`src/rtl/hecu_pkg.sv`:
```
// hamming encode/correct unit: shared types, constants and elaboration-time helpers
// used by every module of the unit; depends on nothing else
`timescale 1ns / 1ps

package hecu_pkg;

   localparam int FIELD_W           = 63;   // width of bits_in / bits_out
   localparam int LEN_W             = 6;    // data length and code length width
   localparam int SYN_W             = 6;    // syndrome width, positions up to 63
   localparam int MAX_CODE_BITS_DEF = 63;
   localparam int QUEUE_DEPTH       = 2;
   localparam logic [LEN_W-1:0] DATA_LENGTH_RESET = 6'd4;

   typedef enum logic {
      ACT_ENCODE = 1'b0,
      ACT_CHECK  = 1'b1
   } action_type;

   typedef struct packed {
      action_type         action;
      logic [FIELD_W-1:0] bits_in;
   } req_type;

   typedef struct packed {
      logic [FIELD_W-1:0] bits_out;
      logic [LEN_W-1:0]   error_position;
      logic               error_found;
      logic               position_invalid;
   } rsp_type;

   // least r with 2^r - r >= k + 1
   function automatic logic [2:0] parity_count(input logic [LEN_W-1:0] k);
      logic [2:0] r;
      r = 3'd7;
      for (int i = 7; i >= 0; i--) begin
         if (((1 << i) - i) >= (int'(k) + 1)) begin
            r = 3'(i);
         end
      end
      return r;
   endfunction

   // largest data length whose code still fits in code_bits
   function automatic int max_data_len(input int code_bits);
      int km;
      km = 1;
      for (int k = 1; k < 64; k++) begin
         if (k + int'(parity_count(LEN_W'(k))) <= code_bits) begin
            km = k;
         end
      end
      return km;
   endfunction

   function automatic logic [LEN_W-1:0] effective_k(input logic [LEN_W-1:0] raw,
                                                    input int kmax);
      logic [LEN_W-1:0] k;
      k = raw;
      if (k == '0) begin
         k = LEN_W'(1);
      end
      if (int'(k) > kmax) begin
         k = LEN_W'(kmax);
      end
      return k;
   endfunction

   function automatic bit is_pow2(input int p);
      return (p & (p - 1)) == 0;
   endfunction

   // 1-based position of the m-th non-power-of-two position, counting upward
   function automatic int data_pos(input int m);
      int cnt;
      int pos;
      cnt = 0;
      pos = 0;
      for (int p = 3; p < 128; p++) begin
         if (!is_pow2(p)) begin
            if (cnt == m && pos == 0) begin
               pos = p;
            end
            cnt++;
         end
      end
      return pos;
   endfunction

   // positions (bit p-1 for position p) whose number has bit i set
   function automatic logic [FIELD_W-1:0] syn_mask(input int i);
      logic [FIELD_W-1:0] m;
      m = '0;
      for (int p = 1; p <= FIELD_W; p++) begin
         m[p-1] = ((p >> i) & 1) != 0;
      end
      return m;
   endfunction

endpackage

```
`src/rtl/hecu_queue.sv`:
```
// small fifo between front and back ends, one beat in and one out per cycle, no push while full and no pop while empty
// uses hecu_pkg for the default depth
`timescale 1ns / 1ps

module hecu_queue #(
   parameter int DATA_W = 8,
   parameter int DEPTH  = hecu_pkg::QUEUE_DEPTH
) (
   input  logic              clock,
   input  logic              reset,
   input  logic              push,
   input  logic [DATA_W-1:0] push_data,
   output logic              full,
   input  logic              pop,
   output logic [DATA_W-1:0] pop_data,
   output logic              empty
);
   import hecu_pkg::*;

   localparam int PTR_W = (DEPTH > 1) ? $clog2(DEPTH) : 1;
   localparam int CNT_W = $clog2(DEPTH + 1);

   logic [DATA_W-1:0] mem_ff [DEPTH];
   logic [PTR_W-1:0]  wr_ptr_ff, wr_ptr_in;
   logic [PTR_W-1:0]  rd_ptr_ff, rd_ptr_in;
   logic [CNT_W-1:0]  count_ff, count_in;
   logic              do_push, do_pop;

   assign full     = (count_ff == CNT_W'(DEPTH));
   assign empty    = (count_ff == '0);
   assign do_push  = push && !full;
   assign do_pop   = pop && !empty;
   assign pop_data = mem_ff[rd_ptr_ff];

   always_comb begin
      wr_ptr_in = wr_ptr_ff;
      rd_ptr_in = rd_ptr_ff;
      count_in  = count_ff;
      if (do_push) begin
         wr_ptr_in = (wr_ptr_ff == PTR_W'(DEPTH - 1)) ? '0 : wr_ptr_ff + 1'b1;
      end
      if (do_pop) begin
         rd_ptr_in = (rd_ptr_ff == PTR_W'(DEPTH - 1)) ? '0 : rd_ptr_ff + 1'b1;
      end
      if (do_push && !do_pop) begin
         count_in = count_ff + 1'b1;
      end else if (do_pop && !do_push) begin
         count_in = count_ff - 1'b1;
      end
   end

   always_ff @(posedge clock) begin
      if (reset) begin
         wr_ptr_ff <= '0;
         rd_ptr_ff <= '0;
         count_ff  <= '0;
      end else begin
         wr_ptr_ff <= wr_ptr_in;
         rd_ptr_ff <= rd_ptr_in;
         count_ff  <= count_in;
      end
   end

   always_ff @(posedge clock) begin
      if (do_push) begin
         mem_ff[wr_ptr_ff] <= push_data;
      end
   end

   a_count_bound: assert property (@(posedge clock) disable iff (reset)
      count_ff <= CNT_W'(DEPTH))
      else $error("queue count above depth");

   a_pop_drains: assert property (@(posedge clock) disable iff (reset)
      do_pop && !do_push |=> count_ff == $past(count_ff) - 1'b1)
      else $error("queue pop did not lower count");

   a_write_lands: assert property (@(posedge clock) disable iff (reset)
      do_push |=> mem_ff[$past(wr_ptr_ff)] == $past(push_data))
      else $error("queue write lost");

endmodule

```
`config.mk`:
```
export PLATFORM = sky130hd
export DESIGN_NAME = hecu_queue
export DESIGN_NICKNAME = d
export VERILOG_FILES = /design/src/rtl/hecu_pkg.sv /design/src/rtl/hecu_queue.sv
export SDC_FILE = /design/constraint.sdc
export NUM_CORES = 1
export LEC_CHECK = 0
export ABC_AREA = 0
export BUFFER_PORTS_ARGS = -buffer_cell sky130_fd_sc_hd__buf_2
export CAP_MARGIN = 25
export CORE_UTILIZATION = 28
export CTS_CLUSTER_SIZE = 8
export DETAILED_ROUTE_END_ITERATION = 8
export HOLD_SLACK_MARGIN = 0.12
export SLEW_MARGIN = 20
export SYNTH_ARGS = -nofsm -noshare
export SYNTH_HDL_FRONTEND = slang
export SYNTH_SLANG_ARGS = --single-unit
```
`constraint.sdc`:
```
create_clock -name clock -period 1.8 [get_ports clock]
set_input_delay 0.09 -clock clock [delete_from_list [all_inputs] [get_ports clock]]
set_output_delay 0.09 -clock clock [all_outputs]
set_load 0.1 [all_outputs]
```
== After elaboration in Yosys (flattened, before gate mapping) ==
Memories as Yosys holds them, arrays and structs flattened. A register that Yosys moved wholly into a read port is not among the register bits.
Index checks and enable logic that the tools add are counted.

* Register bits after elaboration: 4
* RAM bits: 16
* Bits of input ports: 12
* Output and inout bits: 10
* Word-level logic and storage cells: 27
* Memories kept: 1

* Add/subtract/negate cells: 4
* Equal/unequal tests: 1
* Mux-type cells: 8
* Reductions and logical operators: 10

{| class="wikitable"
|+ Memories
! name !! words !! width !! rd ports !! clocked after Yosys merged registers in !! wr ports !! line !! text
|-
| mem_ff || 2 || 8 || 1 || 1 || 1 || hecu_queue.sv:23 || <nowiki>logic [DATA_W-1:0] mem_ff [DEPTH];</nowiki>
|}

{| class="wikitable"
|+ Operators with widths
! cell !! number
|-
| 1-bit two-way mux || 6
|-
| 1-bit logical AND || 4
|-
| 1-bit zero test || 4
|-
| 2-bit two-way mux || 2
|-
| 1-bit adder, second input constant || 2
|-
| 2-bit by 1-bit adder with 2-bit output, second input constant || 1
|-
| 2-bit == test, second input constant || 1
|-
| 2-bit zero test || 1
|-
| 2-bit nonzero test || 1
|-
| 2-bit by 1-bit subtractor with 2-bit output, second input constant || 1
|}

== Logic depth before layout (Yosys ltp) ==
Gate-level depths: netlist of run 1.

* Depth after elaboration: 7
* Depth in mapped cells: 6
* Mapped depth without buffers: 6

== Least setup slack after synthesis of run 1 ==
Ideal clock, no wire load.

* Path kind: flip-flop to flip-flop
* From: register count_ff[1]
* To: register count_ff[1]
* Setup time: 0.070 ns
* Data arrival time: 2.165 ns
* Required time: 1.730 ns
* Setup slack: -0.435 ns
* Stages on the path, launching flop included: 6
* Path buffers: 0
* Clock period less this slack: 2.235 ns
* Cells stage by stage: dfxtp_1 -> nor2b_2 -> nor2_1 -> ha_1 -> or3_1 -> a21oi_1

* Cells in the longest elaborated chain, start to end: 6
* Elaborated cells on any way between the ends: 15
* Those cells by class: add/sub (2); eq/ne (1); mux (2); reduce/logical (10)

{| class="wikitable"
|+ Ends and longest elaborated chain
! what !! line !! text
|-
| start: declaration || hecu_queue.sv:26 || <nowiki>logic [CNT_W-1:0] count_ff, count_in;</nowiki>
|-
| start signal: assignment || hecu_queue.sv:60 || <nowiki>count_ff <= count_in;</nowiki>
|-
| 2-bit == test * || hecu_queue.sv:29 || <nowiki>assign full = (count_ff == CNT_W'(DEPTH));</nowiki>
|-
| via full || hecu_queue.sv:13 || <nowiki>output logic full,</nowiki>
|-
| 1-bit zero test * || hecu_queue.sv:31 || <nowiki>assign do_push = push && !full;</nowiki>
|-
| 1-bit logical AND * || hecu_queue.sv:31 ||
|-
| 1-bit zero test || hecu_queue.sv:47 || <nowiki>end else if (do_pop && !do_push) begin</nowiki>
|-
| 1-bit logical AND || hecu_queue.sv:47 ||
|-
| 2-bit nonzero test (no source line) || - ||
|}

The timed path passes the listed nets; every way through them passes the cells marked *. The select of a mux whose other input is x is not followed.
A chain may end at the register's enable or synchronous reset.

==> results of run 1 <==
-- worst register-to-register path: stages, from the launching register on --
cell	delay, ns
sky130_fd_sc_hd__dfxtp_2	0.37
sky130_fd_sc_hd__o21ai_0	0.29
sky130_fd_sc_hd__ha_1	0.32
sky130_fd_sc_hd__or3_1	0.35
sky130_fd_sc_hd__a21oi_1	0.12
-- per-stage QoR --
step	utilization (%)	setup slack, ns	TNS (ns)
3_5_place_dp	36.5	0.290	0
3_3_place_gp	36.5	0.350	0
2_1_floorplan	-	-0.0705	-0.0705
4_1_cts	41.1	0.132	0
5_1_grt	41.1	0.0828	0
6_report	41.1	0.165	0
-- cell usage after synthesis --
library cell               count  area [um^2]
sky130_fd_sc_hd__mux2_2        8         90.1
sky130_fd_sc_hd__nor2b_2       1         8.76
sky130_fd_sc_hd__xor2_1        3         26.3
sky130_fd_sc_hd__dfxtp_1       5          100
sky130_fd_sc_hd__a21oi_1       2         10.0
sky130_fd_sc_hd__edfxtp_1     16          480
sky130_fd_sc_hd__ha_1          1         12.5
sky130_fd_sc_hd__and2_1        1         6.26
sky130_fd_sc_hd__or3_1         2         12.5
sky130_fd_sc_hd__inv_1         2         7.51
sky130_fd_sc_hd__nor2_1        5         18.8
sky130_fd_sc_hd__buf_2         1         5.00
sky130_fd_sc_hd__o21ai_0       3         15.0
-- kinds of logic after synthesis --
kind of cell,after synthesis,synth area share (%)
compound gates,5,3.15
xor+xnor,3,3.31
fa+ha+maj,1,1.58
buf+inv,3,1.58
flops,21,73.2
mux,8,11.4
simple gates,9,5.84
-- flip-flops by register name, summed over array words and instances (netlist names), named ones only --
signal	cells
mem_ff	16
count_ff	2
wr_ptr_ff	1
rd_ptr_ff	1
-- cell type report --
cell class	count	area, um^2
fill	272	1510
clock inverter	1	5.00
multi-input combinational	26	205
clock buffer	3	22.5
inverter	2	7.51
timing repair buffer	30	195
tap	30	37.5
sequential	21	583
-- metal layers --
layer  vias up  global-route usage, %  routed length [um]
li1        246                      -                   -
met2        17                   13.9                 559
met5         -                      0                   0
met4         0                   3.21                   9
met3         2                   3.51                  60
met1       218                   10.4                 603
-- worst paths after layout --
path                     from          end  slack [ns]  cells past startpoint
hold reg to reg     wr_ptr_ff    wr_ptr_ff        0.51                      2
hold / removal           push    wr_ptr_ff        0.17                      4
setup reg to reg  count_ff[0]  count_ff[1]        0.29                      4
setup / recovery         flop  pop_data[2]        0.16                      2
==> flow_summary.html, run 1 <==
<table>
<tr><th>Metric</th><th>Value</th></tr>
<tr><th colspan="2">Drt</th></tr>
<tr><td>Number of nets still failing antenna checks after routing</td><td>0</td></tr>
<tr><td>Average wire per standard cell</td><td>around 11 um</td></tr>
<tr><td>First drt pass iteration count</td><td>4</td></tr>
<tr><td>Initial DRC count</td><td>5</td></tr>
<tr><td>Detailed-route wire length</td><td>1230 um</td></tr>
<tr><td>Vias per cell</td><td>4.27</td></tr>
<tr><td>DRC errors left</td><td>0</td></tr>
<tr><td>Number of vias in the routed layout</td><td>483</td></tr>
<tr><th colspan="2">Synth</th></tr>
<tr><td>Number of instances in the synthesized netlist</td><td>50</td></tr>
<tr><td>Number of different library cells in the post-synthesis netlist</td><td>13</td></tr>
<tr><td>Post-Syn Nets</td><td>63</td></tr>
<tr><td>Synthesized area per cell</td><td>15.9 um^2</td></tr>
<tr><td>Sequential element share of the synthesized area</td><td>73.2%</td></tr>
<tr><td>Number of register bits inferred by synthesis</td><td>21</td></tr>
<tr><td>Count of warnings emitted by yosys</td><td>0</td></tr>
<tr><td>Total standard cell area after synthesis</td><td>793 um^2</td></tr>
<tr><th colspan="2">Run</th></tr>
<tr><td>Reported max-cap violation count</td><td>0</td></tr>
<tr><th colspan="2">Placement</th></tr>
<tr><td>Placed wire-length estimate</td><td>between 800 and 900 um</td></tr>
<tr><td>Gpl congestion</td><td>about 0.64</td></tr>
<tr><td>Cells after DPL</td><td>100</td></tr>
<tr><td>Placement Cell Area</td><td>938 um^2</td></tr>
<tr><td>Port bufs</td><td>21</td></tr>
<tr><th colspan="2">Global routing</th></tr>
<tr><td>Total routing usage reported by global routing</td><td>under 10%</td></tr>
<tr><td>First-pass GRT wire length</td><td>2010 um</td></tr>
<tr><td>Number of global-route vias before repair</td><td>476</td></tr>
<tr><td>Antenna violations before repair</td><td>0</td></tr>
<tr><td>Congestion Overflow GR</td><td>0</td></tr>
<tr><td>Maximum number of pins on one net before global-route repair</td><td>13</td></tr>
<tr><th colspan="2">Setup path</th></tr>
<tr><td>Critical path launch point type</td><td>flop</td></tr>
<tr><td>Worst EP required</td><td>1.71 ns</td></tr>
<tr><td>Cell family contributing the most delay on the critical path</td><td>flip-flops</td></tr>
<tr><td>Delay of the slowest cell on the worst path</td><td>about 0.57 ns</td></tr>
<tr><td>Signal arrival time at the worst endpoint</td><td>1.55 ns</td></tr>
<tr><td>Total buffers and inverters traversed by the critical path</td><td>1</td></tr>
<tr><td>Critical-path maximum fanout</td><td>8</td></tr>
<tr><td>Critical Setup Path Class</td><td>flop to output pin</td></tr>
<tr><td>Critical Path, Cell by Cell</td><td>mux2_2 -&gt; buf_2</td></tr>
<tr><td>Slowest stage cell, crit path</td><td>sky130_fd_sc_hd__dfxtp_1</td></tr>
<tr><td>Nature of the critical path endpoint</td><td>output pin</td></tr>
<tr><th colspan="2">Clock tree</th></tr>
<tr><td>Sink Count</td><td>21</td></tr>
<tr><td>Max Buffers Root-to-Sink</td><td>2</td></tr>
<tr><td>Clock root cell</td><td>sky130_fd_sc_hd__clkbuf_4</td></tr>
<tr><td>CTS H-Tree Depth</td><td>1</td></tr>
<tr><td>Reg clk slew, reported paths</td><td>0.11 ns</td></tr>
<tr><td>Later-pin clock latency in the skew report</td><td>approximately 0.30 ns</td></tr>
<tr><td>Number of buffers added to fix hold violations after cts</td><td>9</td></tr>
<tr><td>CTS tree</td><td>yes</td></tr>
<tr><td>CTS-repair resized insts</td><td>0</td></tr>
<tr><td>CTS Buf Count</td><td>3</td></tr>
<tr><td>Count of buffers added by post-CTS timing repair for setup</td><td>0</td></tr>
<tr><th colspan="2">Timing</th></tr>
<tr><td>Final Hold Vio Count</td><td>0</td></tr>
<tr><td>Post-route clock skew</td><td>0.00429 ns</td></tr>
<tr><td>Final clock period utilization by the worst path</td><td>90.8%</td></tr>
<tr><td>Max Clk Rate</td><td>0.612 GHz</td></tr>
<tr><td>Final-report setup violation count</td><td>0</td></tr>
<tr><td>Setup repair after global routing missed its margin</td><td>false</td></tr>
<tr><td>Clock period minus worst slack</td><td>1.64 ns</td></tr>
<tr><td>Tightest slew margin relative to the limit</td><td>67.6%</td></tr>
<tr><td>Final hold slack</td><td>0.165 ns</td></tr>
<tr><td>Transition time of the tightest slew-check pin</td><td>0.490 ns</td></tr>
<tr><td>Final Max Slew Viols</td><td>0</td></tr>
<tr><th colspan="2">Floorplan</th></tr>
<tr><td>Horizontal die dimension</td><td>55.2 um</td></tr>
<tr><td>Cell Rows</td><td>18</td></tr>
<tr><td>DIE AREA</td><td>3050 um^2</td></tr>
<tr><td>CORE AREA</td><td>2570 um^2</td></tr>
<tr><td>Vert. Die Dim</td><td>55.2 um</td></tr>
<tr><td>Initial core utilization</td><td>30.9%</td></tr>
<tr><td>I/O pin total</td><td>22</td></tr>
<tr><th colspan="2">Finish</th></tr>
<tr><td>Antenna diode count</td><td>0</td></tr>
<tr><td>Area growth from synthesis to final layout</td><td>33.1%</td></tr>
<tr><td>Final cell area excluding filler cells</td><td>1060 um^2</td></tr>
<tr><td>Commonest non-fill, non-tap cell in the layout</td><td>sky130_fd_sc_hd__buf_2</td></tr>
<tr><td>Ratio of cells with drive above 1 in the final layout</td><td>43.4%</td></tr>
<tr><td>Most frequent cells in the layout</td><td>sky130_fd_sc_hd__buf_2, sky130_fd_sc_hd__edfxtp_1, sky130_fd_sc_hd__dlygate4sd3_1</td></tr>
<tr><td>Post-Layout Cell Count</td><td>113</td></tr>
<tr><td>Final layout net count</td><td>a little under 100</td></tr>
<tr><th colspan="2">Worst hold path</th></tr>
<tr><td>Min-delay worst type</td><td>input port to flop</td></tr>
<tr><th colspan="2">Status</th></tr>
<tr><td>Outcome</td><td>finished clean</td></tr>
</table>
Power of run 1 is left out: the tool's default activity adds up to more than one toggle a clock period on the data nets, which glitch-free logic cannot reach.
==> run 2, diff against run 1 <==
--- a/config.mk
+++ b/config.mk
@@ -5,7 +5,7 @@
 export SDC_FILE = /design/constraint.sdc
 export NUM_CORES = 1
 export LEC_CHECK = 0
-export ABC_AREA = 0
+export ABC_AREA = 1
 export BUFFER_PORTS_ARGS = -buffer_cell sky130_fd_sc_hd__buf_2
 export CAP_MARGIN = 25
 export CORE_UTILIZATION = 28
==> constraint.sdc (replaced) <==
create_clock -name clock -period 1.8 [get_ports clock]
set_input_delay 0.09 -clock clock [delete_from_list [all_inputs] [get_ports clock]]
set_output_delay 0.09 -clock clock [all_outputs]
set_load 0.02 [all_outputs]
==> run 2 against run 1 <==
Critical path depth is the same. Worst setup slack improved by 0.14 ns. Synthesized area rose by 4.4%. Sequential share of layout area decreased by 2.4 points. Highest routed layer is now met3.
==> flow_summary.html, run 2 <==
<table>
<tr><th>Metric</th><th>Value</th></tr>
<tr><th colspan="2">Drt</th></tr>
<tr><td>Number of nets still failing antenna checks after routing</td><td>0</td></tr>
<tr><td>Initial DRC count</td><td>15</td></tr>
<tr><td>Number of vias in the routed layout</td><td>543</td></tr>
<tr><td>Detailed-route wire length</td><td>around 1400 um</td></tr>
<tr><td>First drt pass iteration count</td><td>6</td></tr>
<tr><td>Average wire per standard cell</td><td>10.6 um</td></tr>
<tr><td>Vias per cell</td><td>between 4 and 5</td></tr>
<tr><td>DRC errors left</td><td>0</td></tr>
<tr><th colspan="2">Pwr</th></tr>
<tr><td>Standby leakage power</td><td>0.456 nW</td></tr>
<tr><td>Power Density</td><td>1260 nW/um^2</td></tr>
<tr><td>Peak supply drop</td><td>0.000941 V</td></tr>
<tr><th colspan="2">Synth</th></tr>
<tr><td>Leading post-synthesis cells by cell area</td><td>sky130_fd_sc_hd__edfxtp_1, sky130_fd_sc_hd__dfxtp_1, sky130_fd_sc_hd__mux2_2</td></tr>
<tr><td>Top flip-flop cell by instance count after synthesis</td><td>sky130_fd_sc_hd__edfxtp_1</td></tr>
<tr><td>Synthesized area per cell</td><td>13.4 um^2</td></tr>
<tr><td>Count leader, synth</td><td>sky130_fd_sc_hd__edfxtp_1</td></tr>
<tr><td>Total standard cell area after synthesis</td><td>around 830 um^2</td></tr>
<tr><td>Area share of the leading cell type in the synthesized netlist</td><td>58.0%</td></tr>
<tr><td>Count of warnings emitted by yosys</td><td>0</td></tr>
<tr><td>Post-Syn Nets</td><td>between 70 and 80</td></tr>
<tr><td>Number of different library cells in the post-synthesis netlist</td><td>16</td></tr>
<tr><td>Number of register bits inferred by synthesis</td><td>21</td></tr>
<tr><td>Most used standard cells in the synthesized netlist</td><td>sky130_fd_sc_hd__edfxtp_1, sky130_fd_sc_hd__nor2_1, sky130_fd_sc_hd__mux2_2</td></tr>
<tr><td>Number of instances in the synthesized netlist</td><td>a little over 60</td></tr>
<tr><td>Share of synthesized registers carrying an async set or reset</td><td>0%</td></tr>
<tr><td>Cell type with the highest aggregate area in the netlist</td><td>sky130_fd_sc_hd__edfxtp_1</td></tr>
<tr><td>Number of flops mapped to enable cells by yosys</td><td>16</td></tr>
<tr><td>Sequential element share of the synthesized area</td><td>70.1%</td></tr>
<tr><th colspan="2">Placement</th></tr>
<tr><td>Worst setup slack after placement</td><td>0.376 ns</td></tr>
<tr><td>Gpl congestion</td><td>between 0.7 and 0.8</td></tr>
<tr><td>Placed wire-length estimate</td><td>964 um</td></tr>
<tr><td>Placement Cell Area</td><td>approximately 1000 um^2</td></tr>
<tr><td>Port bufs</td><td>21</td></tr>
<tr><th colspan="2">Clock tree</th></tr>
<tr><td>CTS H-Tree Depth</td><td>1</td></tr>
<tr><td>Later-pin clock latency in the skew report</td><td>0.30 ns</td></tr>
<tr><td>CTS tree</td><td>yes</td></tr>
<tr><td>CTS Buf Count</td><td>3</td></tr>
<tr><td>Clock root cell</td><td>sky130_fd_sc_hd__clkbuf_4</td></tr>
<tr><td>Sink Count</td><td>21</td></tr>
<tr><td>Reg clk slew, reported paths</td><td>0.11 ns</td></tr>
<tr><td>Max Buffers Root-to-Sink</td><td>2</td></tr>
<tr><td>Count of buffers added by post-CTS timing repair for setup</td><td>0</td></tr>
<tr><th colspan="2">Floorplan</th></tr>
<tr><td>CORE AREA</td><td>2780 um^2</td></tr>
<tr><td>Initial core utilization</td><td>29.8%</td></tr>
<tr><td>Vert. Die Dim</td><td>56.4 um</td></tr>
<tr><td>Horizontal die dimension</td><td>56.4 um</td></tr>
<tr><td>I/O pin total</td><td>22</td></tr>
<tr><td>DIE AREA</td><td>3180 um^2</td></tr>
<tr><td>Cell Rows</td><td>19</td></tr>
<tr><th colspan="2">Finish</th></tr>
<tr><td>Final layout net count</td><td>111</td></tr>
<tr><td>Most frequent cells in the layout</td><td>sky130_fd_sc_hd__buf_2, sky130_fd_sc_hd__edfxtp_1, sky130_fd_sc_hd__nor2_1, sky130_fd_sc_hd__dlygate4sd3_1, sky130_fd_sc_hd__mux2_2</td></tr>
<tr><td>Antenna diode count</td><td>0</td></tr>
<tr><td>Registers with the most flip-flops</td><td>mem_ff x16, count_ff x2</td></tr>
<tr><td>Reg with most FFs</td><td>mem_ff</td></tr>
<tr><td>Final cell area excluding filler cells</td><td>roughly 1100 um^2</td></tr>
<tr><td>Ratio of cells with drive above 1 in the final layout</td><td>41.2%</td></tr>
<tr><td>Commonest non-fill, non-tap cell in the layout</td><td>sky130_fd_sc_hd__buf_2</td></tr>
<tr><td>Area growth from synthesis to final layout</td><td>32.8%</td></tr>
<tr><td>Max reg flops</td><td>16</td></tr>
<tr><th colspan="2">Setup path</th></tr>
<tr><td>Critical Setup Path Class</td><td>flop to output pin</td></tr>
<tr><td>Critical-path maximum fanout</td><td>8</td></tr>
<tr><td>Nature of the critical path endpoint</td><td>output pin</td></tr>
<tr><td>Worst EP required</td><td>1.71 ns</td></tr>
<tr><td>Critical path launch point type</td><td>flop</td></tr>
<tr><td>Signal arrival time at the worst endpoint</td><td>1.40 ns</td></tr>
<tr><th colspan="2">Status</th></tr>
<tr><td>Outcome</td><td>finished clean</td></tr>
<tr><th colspan="2">Timing</th></tr>
<tr><td>Final clock period utilization by the worst path</td><td>82.8%</td></tr>
<tr><td>PnR worst setup slack</td><td>approximately 0.31 ns</td></tr>
<tr><td>Clock period minus worst slack</td><td>1.49 ns</td></tr>
<tr><td>Final-report setup violation count</td><td>0</td></tr>
<tr><td>Transition time of the tightest slew-check pin</td><td>0.373 ns</td></tr>
<tr><td>Final Max Slew Viols</td><td>0</td></tr>
<tr><td>Final Hold Vio Count</td><td>0</td></tr>
<tr><td>Post-route clock skew</td><td>0.00756 ns</td></tr>
<tr><td>Max Clk Rate</td><td>0.671 GHz</td></tr>
<tr><td>Fin Setup TNS</td><td>0 ns</td></tr>
<tr><td>Tightest slew margin relative to the limit</td><td>75.1%</td></tr>
<tr><td>Setup repair after global routing missed its margin</td><td>false</td></tr>
<tr><th colspan="2">Global routing</th></tr>
<tr><td>Congestion Overflow GR</td><td>0</td></tr>
<tr><td>Number of global-route vias before repair</td><td>approximately 520</td></tr>
<tr><td>Total routing usage reported by global routing</td><td>under 10%</td></tr>
<tr><td>Antenna violations before repair</td><td>0</td></tr>
<tr><td>First-pass GRT wire length</td><td>2130 um</td></tr>
<tr><td>Maximum number of pins on one net before global-route repair</td><td>13</td></tr>
<tr><th colspan="2">Worst hold path</th></tr>
<tr><td>Min-delay worst type</td><td>input port to flop</td></tr>
<tr><th colspan="2">Run</th></tr>
<tr><td>Reported max-cap violation count</td><td>0</td></tr>
</table>
[run 2: repair_timing]
item	in CTS	in global routing
resized for setup	0	0
endpoints found under the hold margin	21	0
hold buffers	9	0
[run 2: final timing paths]
check / startpoint / to / depth (start not counted) / slack, ns
min: pop / flop / 4 / 0.16
min reg2reg: wr_ptr_ff / wr_ptr_ff / 2 / 0.53
max: flop / pop_data[7] / 2 / 0.31
max reg2reg: count_ff[1] / count_ff[1] / 9 / 0.35
[run 2: metrics by stage]
step	cells	util [%]	hold WS, ns	total power [W]
6_report	128	39.5	0.156	0.00139
4_1_cts	128	39.5	0.146	0.00141
3_5_place_dp	115	35.3	0.288	0.00117
2_1_floorplan	62	-	0.189	0.00103
3_3_place_gp	115	35.3	0.283	0.00115
5_1_grt	128	39.5	0.166	0.00148
[run 2: cell families after synthesis]
family                   synth area share [%]
AO/OA/AOI/OAI                            4.53
adder cells (fa/ha/maj)                  1.51
buffers and inverters                    4.68
flip-flops                               70.1
multiplexers                             10.9
AND/OR/NAND/NOR                          8.31
[run 2: cell type report]
cell class                 instances  area (um^2)
timing repair buffer              32          210
clock buffer                       3         22.5
clock inverter                     1         5.00
tap                               31         38.8
multi-input combinational         31          209
sequential                        21          581
fill                             268         1680
inverter                           9         33.8
[run 2: per-layer routing]
layer  part of all wire [%]  GRT usage, %  vias to the layer above
met2                     50          15.6                       19
li1                       -             -                      280
met3                    6.7          4.38                        0
met4                      0          2.09                        0
met5                      0             0                        -
met1                     43          9.96                      244
[run 2: critical path: stages (launching register included)]
cell and delay (ns):
sky130_fd_sc_hd__dfxtp_1 0.56, sky130_fd_sc_hd__mux2_2 0.39, sky130_fd_sc_hd__buf_2 0.16
[run 2: where the power goes]
part / internal, W / total, W / leakage (nW) / switching, W
Combinational: 0.000209 / 0.000482 / 0.248 / 0.000274
Sequential: 0.000618 / 0.000687 / 0.191 / 0.0000695
Clock: 0.0000828 / 0.000221 / 0.0177 / 0.000138
No activity file was read; power rests on OpenSTA's default activity.
==> run 3, diff against run 2 <==
==> constraint.sdc (replaced) <==
create_clock -name clock -period 1.2 [get_ports clock]
set_input_delay 0.06 -clock clock [delete_from_list [all_inputs] [get_ports clock]]
set_output_delay 0.06 -clock clock [all_outputs]
set_load 0.02 [all_outputs]
==> run 3 against run 2 <==
The run now ends with setup timing left. Via count up 9.4%. Clock-buffer cell count stayed put. Hold slack improved by 0.070 ns. Non-clock buffer count grew 9. Sequential power increased by 47%. Register-to-register slack worse by 0.35 ns. Routed wire length rose by 14%. First-iteration DRC count is 93% lower. Core utilization up 8.4 points. Sequential share of layout area is 8.7 points lower. Clock skew fell by 0.0011 ns. Flip-flop and latch count unchanged. Critical path type unchanged. Critical endpoint is now pop_data[3].
==> flow_summary.html, run 3 (synthesis results as in run 2) <==
<table>
<tr><th>Metric</th><th>Value</th></tr>
<tr><th colspan="2">Floorplan</th></tr>
<tr><td>I/O pin total</td><td>22</td></tr>
<tr><td>Horizontal die dimension</td><td>56.4 um</td></tr>
<tr><td>Initial core utilization</td><td>29.8%</td></tr>
<tr><td>Cell Rows</td><td>19</td></tr>
<tr><td>CORE AREA</td><td>2780 um^2</td></tr>
<tr><td>DIE AREA</td><td>around 3200 um^2</td></tr>
<tr><td>Vert. Die Dim</td><td>56.4 um</td></tr>
<tr><th colspan="2">Setup path</th></tr>
<tr><td>Nature of the critical path endpoint</td><td>output pin</td></tr>
<tr><td>Register-to-register path setup slack</td><td>0 ns</td></tr>
<tr><td>Critical path launch point type</td><td>flop</td></tr>
<tr><td>Signal arrival time at the worst endpoint</td><td>approximately 1.2 ns</td></tr>
<tr><td>Worst EP required</td><td>1.14 ns</td></tr>
<tr><td>Critical Path, Cell by Cell</td><td>buf_12 -&gt; mux2_4 -&gt; buf_6</td></tr>
<tr><td>Delay of the slowest cell on the worst path</td><td>0.35 ns</td></tr>
<tr><td>Critical-path maximum fanout</td><td>8</td></tr>
<tr><td>Slowest stage cell, crit path</td><td>sky130_fd_sc_hd__dfxtp_2</td></tr>
<tr><td>Critical Setup Path Class</td><td>flop to output pin</td></tr>
<tr><th colspan="2">Drt</th></tr>
<tr><td>Average wire per standard cell</td><td>11.4 um</td></tr>
<tr><td>Number of vias in the routed layout</td><td>594</td></tr>
<tr><td>DRC errors left</td><td>0</td></tr>
<tr><td>Number of nets still failing antenna checks after routing</td><td>0</td></tr>
<tr><td>Initial DRC count</td><td>1</td></tr>
<tr><td>Vias per cell</td><td>4.34</td></tr>
<tr><td>First drt pass iteration count</td><td>3</td></tr>
<tr><td>Detailed-route wire length</td><td>1560 um</td></tr>
<tr><th colspan="2">Pwr</th></tr>
<tr><td>Peak supply drop</td><td>roughly 0.0019 V</td></tr>
<tr><td>Power Density</td><td>2010 nW/um^2</td></tr>
<tr><td>Standby leakage power</td><td>0.560 nW</td></tr>
<tr><th colspan="2">Finish</th></tr>
<tr><td>Max reg flops</td><td>16</td></tr>
<tr><td>Most frequent cells in the layout</td><td>sky130_fd_sc_hd__edfxtp_1, sky130_fd_sc_hd__buf_2, sky130_fd_sc_hd__buf_6</td></tr>
<tr><td>Ratio of cells with drive above 1 in the final layout</td><td>56.6%</td></tr>
<tr><td>Antenna diode count</td><td>0</td></tr>
<tr><td>Area growth from synthesis to final layout</td><td>60.9%</td></tr>
<tr><td>Post-Layout Cell Count</td><td>137</td></tr>
<tr><td>Registers with the most flip-flops</td><td>mem_ff x16, count_ff x2</td></tr>
<tr><td>Final cell area excluding filler cells</td><td>1330 um^2</td></tr>
<tr><td>Core Util, Final</td><td>47.9%</td></tr>
<tr><td>Commonest non-fill, non-tap cell in the layout</td><td>sky130_fd_sc_hd__edfxtp_1</td></tr>
<tr><td>Final layout net count</td><td>120</td></tr>
<tr><td>Reg with most FFs</td><td>mem_ff</td></tr>
<tr><th colspan="2">Clock tree</th></tr>
<tr><td>CTS tree</td><td>yes</td></tr>
<tr><td>Sink Count</td><td>21</td></tr>
<tr><td>CTS Buf Count</td><td>3</td></tr>
<tr><td>Max Buffers Root-to-Sink</td><td>2</td></tr>
<tr><td>Later-pin clock latency in the skew report</td><td>0.30 ns</td></tr>
<tr><td>Reg clk slew, reported paths</td><td>about 0.11 ns</td></tr>
<tr><td>CTS H-Tree Depth</td><td>1</td></tr>
<tr><td>Clock root cell</td><td>sky130_fd_sc_hd__clkbuf_4</td></tr>
<tr><th colspan="2">Global routing</th></tr>
<tr><td>Maximum number of pins on one net before global-route repair</td><td>13</td></tr>
<tr><td>Number of global-route vias before repair</td><td>584</td></tr>
<tr><td>Antenna violations before repair</td><td>0</td></tr>
<tr><td>First-pass GRT wire length</td><td>2530 um</td></tr>
<tr><td>Congestion Overflow GR</td><td>0</td></tr>
<tr><td>Total routing usage reported by global routing</td><td>10.4%</td></tr>
<tr><th colspan="2">Timing</th></tr>
<tr><td>Final Max Slew Viols</td><td>0</td></tr>
<tr><td>Final Hold Vio Count</td><td>0</td></tr>
<tr><td>Transition time of the tightest slew-check pin</td><td>0.151 ns</td></tr>
<tr><td>Final clock period utilization by the worst path</td><td>107%</td></tr>
<tr><td>Clock period minus worst slack</td><td>1.28 ns</td></tr>
<tr><td>Final hold slack</td><td>about 0.23 ns</td></tr>
<tr><td>Tightest slew margin relative to the limit</td><td>89.9%</td></tr>
<tr><td>Fin Setup TNS</td><td>-0.601 ns</td></tr>
<tr><td>Max Clk Rate</td><td>0.781 GHz</td></tr>
<tr><td>Post-route clock skew</td><td>between 0.006 and 0.007 ns</td></tr>
<tr><td>PnR worst setup slack</td><td>-0.0798 ns</td></tr>
<tr><td>Final-report setup violation count</td><td>8</td></tr>
<tr><td>Setup repair after global routing missed its margin</td><td>true</td></tr>
<tr><th colspan="2">Placement</th></tr>
<tr><td>Placed wire-length estimate</td><td>975 um</td></tr>
<tr><td>Gpl congestion</td><td>0.652</td></tr>
<tr><td>Placement Cell Area</td><td>approximately 1100 um^2</td></tr>
<tr><td>Port bufs</td><td>21</td></tr>
<tr><td>Cells after DPL</td><td>120</td></tr>
<tr><th colspan="2">Worst hold path</th></tr>
<tr><td>Min-delay worst type</td><td>input port to flop</td></tr>
<tr><th colspan="2">Status</th></tr>
<tr><td>Violated checks</td><td>setup timing</td></tr>
<tr><td>Outcome</td><td>finished, violations left</td></tr>
<tr><th colspan="2">Run</th></tr>
<tr><td>Reported max-cap violation count</td><td>0</td></tr>
</table>
## run 3: cell count changes in the layout (fill, tap and decap cells not counted), moves of 7 or more
cell	previous run	this run
sky130_fd_sc_hd__buf_6	0	11
sky130_fd_sc_hd__buf_2	21	11
sky130_fd_sc_hd__mux2_2	8	0
sky130_fd_sc_hd__mux2_4	0	8
sky130_fd_sc_hd__buf_4	2	9
## run 3: worst paths after layout
kind,start,endpoint,depth (start not counted)
worst max-delay path,flop,pop_data[3],3
worst min register to register,wr_ptr_ff,wr_ptr_ff,2
worst min-delay path,push,wr_ptr_ff,5
worst max register to register,count_ff[1],count_ff[1],9
## run 3: per-stage QoR
step | total power (W) | setup slack [ns]
4_1_cts | 0.00258 | -0.0962
3_3_place_gp | 0.00193 | -0.00120
3_5_place_dp | 0.00196 | -0.0506
2_1_floorplan | 0.00161 | -0.102
6_report | 0.00268 | -0.0798
5_1_grt | 0.00283 | -0.129
## run 3: critical path, delay by kind of cell, from the launching register on
family | cells | cell delay (ns)
buffers and inverters | 2 | 0.26
flip-flops | 1 | 0.35
multiplexers | 1 | 0.31
## run 3: final cells by class
type	instances	area, um^2
clock buffer	3	22.5
fill	243	1450
sequential	21	587
clock inverter	1	5.00
timing repair buffer	41	357
inverter	9	36.3
tap	31	38.8
multi-input combinational	31	287
## run 3: power by group
part / switching [W] / internal (W) / total, W
Clock: 0.000205 / 0.000124 / 0.000329
Combinational: 0.000619 / 0.000719 / 0.00134
Sequential: 0.0000707 / 0.000942 / 0.00101
Total: 0.000895 / 0.00178 / 0.00268
## run 3: layer usage
metal / up-vias / global-route usage (%) / share of wire, %
met2: 18 / 19.4 / 52
met1: 274 / 11.0 / 42
met5: - / 0 / 0
met4: 0 / 1.05 / 0
met3: 0 / 4.61 / 5.9
li1: 302 / - / -
## run 3: repair_timing
item	4_1_cts	5_1_grt
hold endpoints to repair	21	0
endpoints found under the setup margin	10	20
buffers inserted	3	1
hold buffers	9	0
pin swaps	6	2
gates resized for setup	30	10
